$ cat src/rtl/hss_pkg.sv
// Shared widths, constants and the sideband type of the haptic sample scaler.
// Used by the top level, the pipelined divider and the port checker.
package hss_pkg;

  localparam int SAMPLE_BITS = 16;
  localparam int FRAC_BITS   = SAMPLE_BITS - 1;

  // magnitude of a sample reaches 2^FRAC_BITS, so it needs all SAMPLE_BITS bits
  localparam int A_W       = SAMPLE_BITS;
  localparam int GAIN_W    = 16;
  localparam int GAIN_FRAC = 12;

  localparam int SQ_W  = 2 * A_W;
  localparam int SQ_SH = 2 * FRAC_BITS - 16;
  localparam int Q_W   = 17;
  localparam int SA_W  = A_W + GAIN_W;
  localparam int DP_W  = 32;
  localparam int D_W   = 33;
  localparam int DEN_ONE_SH = 28;
  localparam int M_W   = FRAC_BITS + 4;
  localparam int N_W   = FRAC_BITS + 33;
  localparam int ADJ_W = M_W + 4;

  localparam int PRE_STAGES  = 5;
  localparam int POST_STAGES = 3;
  localparam int PIPE_DEPTH  = PRE_STAGES + M_W + POST_STAGES;

  localparam int CFG_IDX_W  = 3;
  localparam int CFG_DATA_W = 16;
  localparam int MODE_W     = 2;
  localparam int CLIP_W     = 15;

  typedef struct packed {
    logic           neg;
    logic           last;
    logic           knee;
    logic [M_W-1:0] mlin;
    logic [A_W-1:0] mag;
  } hss_side_t;

endpackage

$ cat src/rtl/hss_div_pipe.sv
// Restoring divider, one quotient bit per register stage, with its own
// valid/ready chain and a sideband that travels with each beat. Uses hss_pkg.
module hss_div_pipe (
  input  logic                   clk_i,
  input  logic                   rst_ni,
  input  logic                   in_valid_i,
  output logic                   in_ready_o,
  input  logic [hss_pkg::D_W-1:0] in_den_i,
  input  logic [hss_pkg::N_W-1:0] in_num_i,
  input  hss_pkg::hss_side_t     in_side_i,
  output logic                   out_valid_o,
  input  logic                   out_ready_i,
  output logic [hss_pkg::M_W-1:0] out_quo_o,
  output hss_pkg::hss_side_t     out_side_o
);
  import hss_pkg::*;

  localparam int STEPS    = M_W;
  localparam int REM0_PAD = D_W - (N_W - M_W);

  logic           v_q    [STEPS];
  logic           rdy    [STEPS];
  logic [D_W-1:0] rem_q  [STEPS];
  logic [D_W-1:0] den_q  [STEPS];
  logic [M_W-1:0] word_q [STEPS];
  hss_side_t      side_q [STEPS];

  for (genvar k = 0; k < STEPS; k++) begin : g_step
    logic           v_prev;
    logic [D_W-1:0] rem_prev;
    logic [D_W-1:0] den_prev;
    logic [M_W-1:0] word_prev;
    hss_side_t      side_prev;
    logic           rdy_next;
    logic [D_W:0]   trial;
    logic [D_W:0]   diff;
    logic           ge;

    if (k == 0) begin : g_first
      assign v_prev    = in_valid_i;
      assign rem_prev  = {REM0_PAD'(0), in_num_i[N_W-1:M_W]};
      assign den_prev  = in_den_i;
      assign word_prev = in_num_i[M_W-1:0];
      assign side_prev = in_side_i;
    end else begin : g_next
      assign v_prev    = v_q[k-1];
      assign rem_prev  = rem_q[k-1];
      assign den_prev  = den_q[k-1];
      assign word_prev = word_q[k-1];
      assign side_prev = side_q[k-1];
    end

    if (k == STEPS - 1) begin : g_tail
      assign rdy_next = out_ready_i;
    end else begin : g_body
      assign rdy_next = rdy[k+1];
    end

    assign rdy[k] = !v_q[k] || rdy_next;

    // bring down the next numerator bit, subtract when it fits
    assign trial = {rem_prev, word_prev[M_W-1]};
    assign diff  = trial - {1'b0, den_prev};
    assign ge    = trial >= {1'b0, den_prev};

    always_ff @(posedge clk_i or negedge rst_ni) begin
      if (!rst_ni) begin
        v_q[k] <= 1'b0;
      end else if (rdy[k]) begin
        v_q[k] <= v_prev;
      end
    end

    always_ff @(posedge clk_i) begin
      if (rdy[k] && v_prev) begin
        rem_q[k]  <= ge ? diff[D_W-1:0] : trial[D_W-1:0];
        den_q[k]  <= den_prev;
        word_q[k] <= {word_prev[M_W-2:0], ge};
        side_q[k] <= side_prev;
      end
    end
  end

  assign in_ready_o  = rdy[0];
  assign out_valid_o = v_q[STEPS-1];
  assign out_quo_o   = word_q[STEPS-1];
  assign out_side_o  = side_q[STEPS-1];

endmodule

$ cat config.mk
export PLATFORM = sky130hd
export DESIGN_NAME = hss_div_pipe
export DESIGN_NICKNAME = d
export VERILOG_FILES = /design/src/rtl/hss_pkg.sv /design/src/rtl/hss_div_pipe.sv
export SDC_FILE = /design/constraint.sdc
export NUM_CORES = 2
export LEC_CHECK = 0
export CORE_MARGIN = 2
export CORE_UTILIZATION = 45
export CTS_CLUSTER_DIAMETER = 30
export CTS_CLUSTER_SIZE = 24
export DETAILED_ROUTE_END_ITERATION = 6
export DONT_BUFFER_PORTS = 1
export HOLD_SLACK_MARGIN = 0.06
export PLACE_DENSITY_LB_ADDON = 0.08
export SLEW_MARGIN = 20
export SYNTH_ARGS = -nofsm -noshare
export SYNTH_HDL_FRONTEND = slang
export SYNTH_SLANG_ARGS = --single-unit
$ cat constraint.sdc
create_clock -name clk_i -period 9.7 [get_ports clk_i]
set_clock_uncertainty 0.05 [all_clocks]
set_input_delay 0.97 -clock clk_i [delete_from_list [all_inputs] [get_ports clk_i]]
set_output_delay 0.97 -clock clk_i [all_outputs]
set_load 0.01 [all_outputs]
==> summary.txt <==
Floorplanning
  – Core Rows: 180
  – IO Pins: 182
  – Starting Density: 0.452
  – Core Area: 0.240 sq mm
  – Die width: 495 microns
  – Die area: 0.245 sq mm
  – DIE HEIGHT: 495 microns

Yosys
  – Syn nets: 9045
  – Post-Synth Adder-Cell Area: 0.0752
  – Synth cell types: 101
  – Largest family of logic cells by synthesized area: compound AO/OA/AOI/OAI gates
  – Area share of and/or/nand/nor cells after synthesis: 0.0794
  – Post-Synth XOR/XNOR Area: 0.0368
  – Synth Area in Compound Gates: 0.110
  – Synth async-reset ratio: 0.00830
  – Number of enable flip-flop cells after synthesis: 2271
  – Dominant synthesized flop cell: edfxtp_1
  – Gate Count Post-Synth: 8280
  – Syn_area_per_cell: 13.1 sq um
  – Mapped Area: 0.109 sq mm
  – Post-synthesis mux area share: 0.0332
  – Sequential fraction of the synthesis area: 0.632
  – Synthesized flop and latch total: 2290
  – Syn. warnings: 0

CTS
  – Worst-path clk slew: 0.05 ns
  – Postcts setup bufs: 0
  – Sinks on the clock net: 2290
  – Max H-tree Level: 5
  – Clock root cell: clkbuf_16
  – Num CTS Buffers: 487
  – Maximum clock path buffer count: 4
  – Clock Latency Late Sink: 0.99 ns
  – CTS tree: yes

Min path
  – Cell count of the worst hold path: 2
  – Hold crit path type: input port to register
  – Hold Path Origin: out_ready_i

STA
  – Slew @ Worst Pin: 1.15 ns
  – Hold Vio Cnt, Final: 0
  – Final period utilization: 0.501
  – Unrepaired setup endpoints after global routing: no
  – Final Max Slew Viols: 0
  – Final setup fails: 0
  – Final worst slack: 4.84 ns
  – Hold WS: 0.166 ns
  – Fmax: 0.206 GHz
  – Fin crit period: 4.86 ns
  – Setup TNS: 0 ns
  – Rel. slew slack: 0.229

Detailed routing
  – Wire per inst: 22.2 microns
  – Initial DRC Count: 4696
  – DR vias: 67.1k
  – Post-route DRC: 0
  – Final wirelength: 275 mm
  – Pre-antenna DRT Iters: 6
  – Post-DRT Antenna Nets: 0
  – Vias per std cell: 5.42

Cells and area
  – Non-Filler Instances: 12.4k
  – Area growth from synthesis to layout: 20.4%
  – Nets: 9551
  – Filler Cells Inserted: 19.8k
  – Layout cells sized above 1: 0.137

Critical path
  – Crit. Startpoint: rem_q[14][1]$_DFFE_PP_
  – Worst Path Required: 10.32 ns
  – Worst setup EP type: register
  – CP Depth: 11
  – R2R depth: 11
  – Crit path kind: register to register
  – Largest delay share family, worst path: compound AO/OA/AOI/OAI gates
  – CP peak stage delay: 0.88 ns
  – CP max-delay cell: clkinv_1
  – CP Launch Type: register
  – Reg2Reg Launch Point: rem_q[14][1]$_DFFE_PP_
  – Worst Path Buf+Inv: 2
  – Crit-path max FO: 40
  – Data arrival, critical path: 5.47 ns
  – Crit-path cells: ha_1 -> nor2b_1 -> o31a_1 -> o311ai_0 -> a31oi_1 -> o311ai_1 -> and2_2 -> buf_4 -> clkinv_1 -> o211ai_1 -> o21ai_0

Placement
  – Worst slack at placement: 4.86 ns
  – Final GP Congestion: 0.879
  – Placed cells: 11.4k
  – HPWL Detailed: 206 mm
  – Count of input and output buffers: 0

Job
  – Max-capacitance violation count: 0

Status
  – Status: finished, final reports clean

Pwr
  – Power per cell area: 363 mW/mm^2
  – Leak Pwr: 51.6 nW
  – Maximum vdd ir drop: 224 uV

GRT
  – Initial antenna violation count: 21
  – Tot GR Track Use: 0.223
  – First-pass GRT wire length: 415 mm
  – Vias in the first global route: 67.2k
  – GRT overflow: 0
  – Maximum number of pins on one net before global-route repair: 117
## cells in the final DEF (no fill, tap or decap), drive strengths merged, types with 26 or more instances in the layout
| cell type | instances |
|---|---|
| or2 | 36 |
| o31ai | 47 |
| o21a | 87 |
| mux2 | 283 |
| and2 | 45 |
| clkinvlp | 61 |
| nand3 | 133 |
| nand4 | 102 |
| nor3 | 111 |
| nor2 | 388 |
| xnor2 | 268 |
| a21o | 223 |
| o21ai | 459 |
| ha | 624 |
| o211ai | 38 |
| and3 | 63 |
| a31oi | 44 |
| nand2 | 553 |
| inv | 857 |
| dlygate4sd3 | 91 |
| xor2 | 189 |
| a21oi | 528 |
| clkinv | 169 |
| nand2b | 106 |
| nor4 | 32 |
| buf | 64 |
| edfxtp | 2271 |
| nor2b | 72 |
| a211o | 26 |
| or3 | 44 |
| a211oi | 58 |
| mux2i | 35 |
| bufinv | 85 |
| clkbuf | 529 |
| o21bai | 65 |
## through the flow
step | instance area, sq um | util | power [mW]
after CTS | 131000 | 0.544 | 47.9
after global placement | 113000 | 0.469 | 30.5
after global routing | 131000 | 0.544 | 50.2
after floorplan | 109000 | - | 26.2
after detailed placement | 113000 | 0.469 | 30.6
final | 131000 | 0.544 | 47.4
## cell usage after synthesis, types with 23 or more instances
library cell / count / area (sq um)
a211oi_1: 55 / 413
clkbuf_1: 94 / 353
nand3_1: 133 / 666
nor3_1: 108 / 541
o31ai_1: 47 / 353
and2_1: 42 / 263
o31a_1: 25 / 219
nor2_1: 388 / 1460
and3_1: 62 / 388
or2_2: 35 / 219
nand2b_1: 106 / 663
or3_1: 44 / 275
o211ai_1: 37 / 278
nand4_1: 102 / 638
a21boi_0: 23 / 173
buf_2: 35 / 175
nor4_1: 32 / 200
ha_1: 624 / 7810
a31oi_1: 44 / 275
a21oi_1: 528 / 2640
a21o_1: 223 / 1670
mux2_2: 248 / 2790
o21bai_1: 64 / 480
edfxtp_1: 2271 / 68200
a211o_1: 26 / 228
xnor2_1: 268 / 2350
o21ai_0: 456 / 2280
nand2_1: 553 / 2080
inv_1: 802 / 3010
o21a_1: 87 / 653
mux2i_1: 35 / 350
nor2b_1: 72 / 450
xor2_1: 189 / 1660
## cells by family (layout without fill, tap and decap cells)
| kind of cell | after synthesis | count (layout) |
|---|---|---|
| flops | 2290 | 2290 |
| buf+inv | 945 | 1856 |
| simple gates | 1771 | 1771 |
| other cells | 0 | 7 |
| compound gates | 1857 | 1857 |
| fa+ha+maj | 642 | 642 |
| mux | 318 | 318 |
| xor+xnor | 457 | 457 |
## path summary, 6_finish.rpt
path	end	slack [ns]
setup / recovery	rem_q[15][21]$_DFFE_PP_	4.84
hold / removal	g_step[18].v_prev$_DFFE_PN0P_	0.17
setup reg to reg	rem_q[15][21]$_DFFE_PP_	4.84
hold reg to reg	side_q[3][10]$_DFFE_PP_	0.31
max in group asynchronous	out_valid_o$_DFFE_PN0P_	8.76
min in group asynchronous	g_step[6].v_prev$_DFFE_PN0P_	0.46
## timing repair
| action | 4_1_cts | 5_1_grt |
|---|---|---|
| resized for setup | 0 | 0 |
| hold buffers | 91 | 1 |
| hold endpoints to repair | 109 | 19 |
## final cells by class
class                           instances  area [sq um]  share of cell area
Antenna cell                            7          17.5            0.000134
Timing Repair Buffer                  155          1440              0.0110
Sequential cell                      2290         68700               0.525
Tap cell                             3185          3990              0.0305
Clock buffer                          529         12400              0.0947
Multi-Input combinational cell       5045         36500               0.279
Clock inverter                        365          4750              0.0363
Inverter                              807          3040              0.0232
## sequential cells by signal, indices dropped and copies added (netlist names)
name           flops
out_valid_o        1
g_step.v_prev     18
den_q            594
rem_q            594
word_q           361
side_q           722
## metal layers
metal / wire length, microns / GRT usage
met5: 77 / 0
met4: 8450 / 0.0743
met3: 11600 / 0.0330
met2: 135000 / 0.378
met1: 119000 / 0.292
## power by group
part	internal, mW	switching [mW]
logic	6.16	8.80
registers	14.1	1.42
clock network	11.5	5.43
total	31.8	15.6
Power figures use the tool's default switching activity.
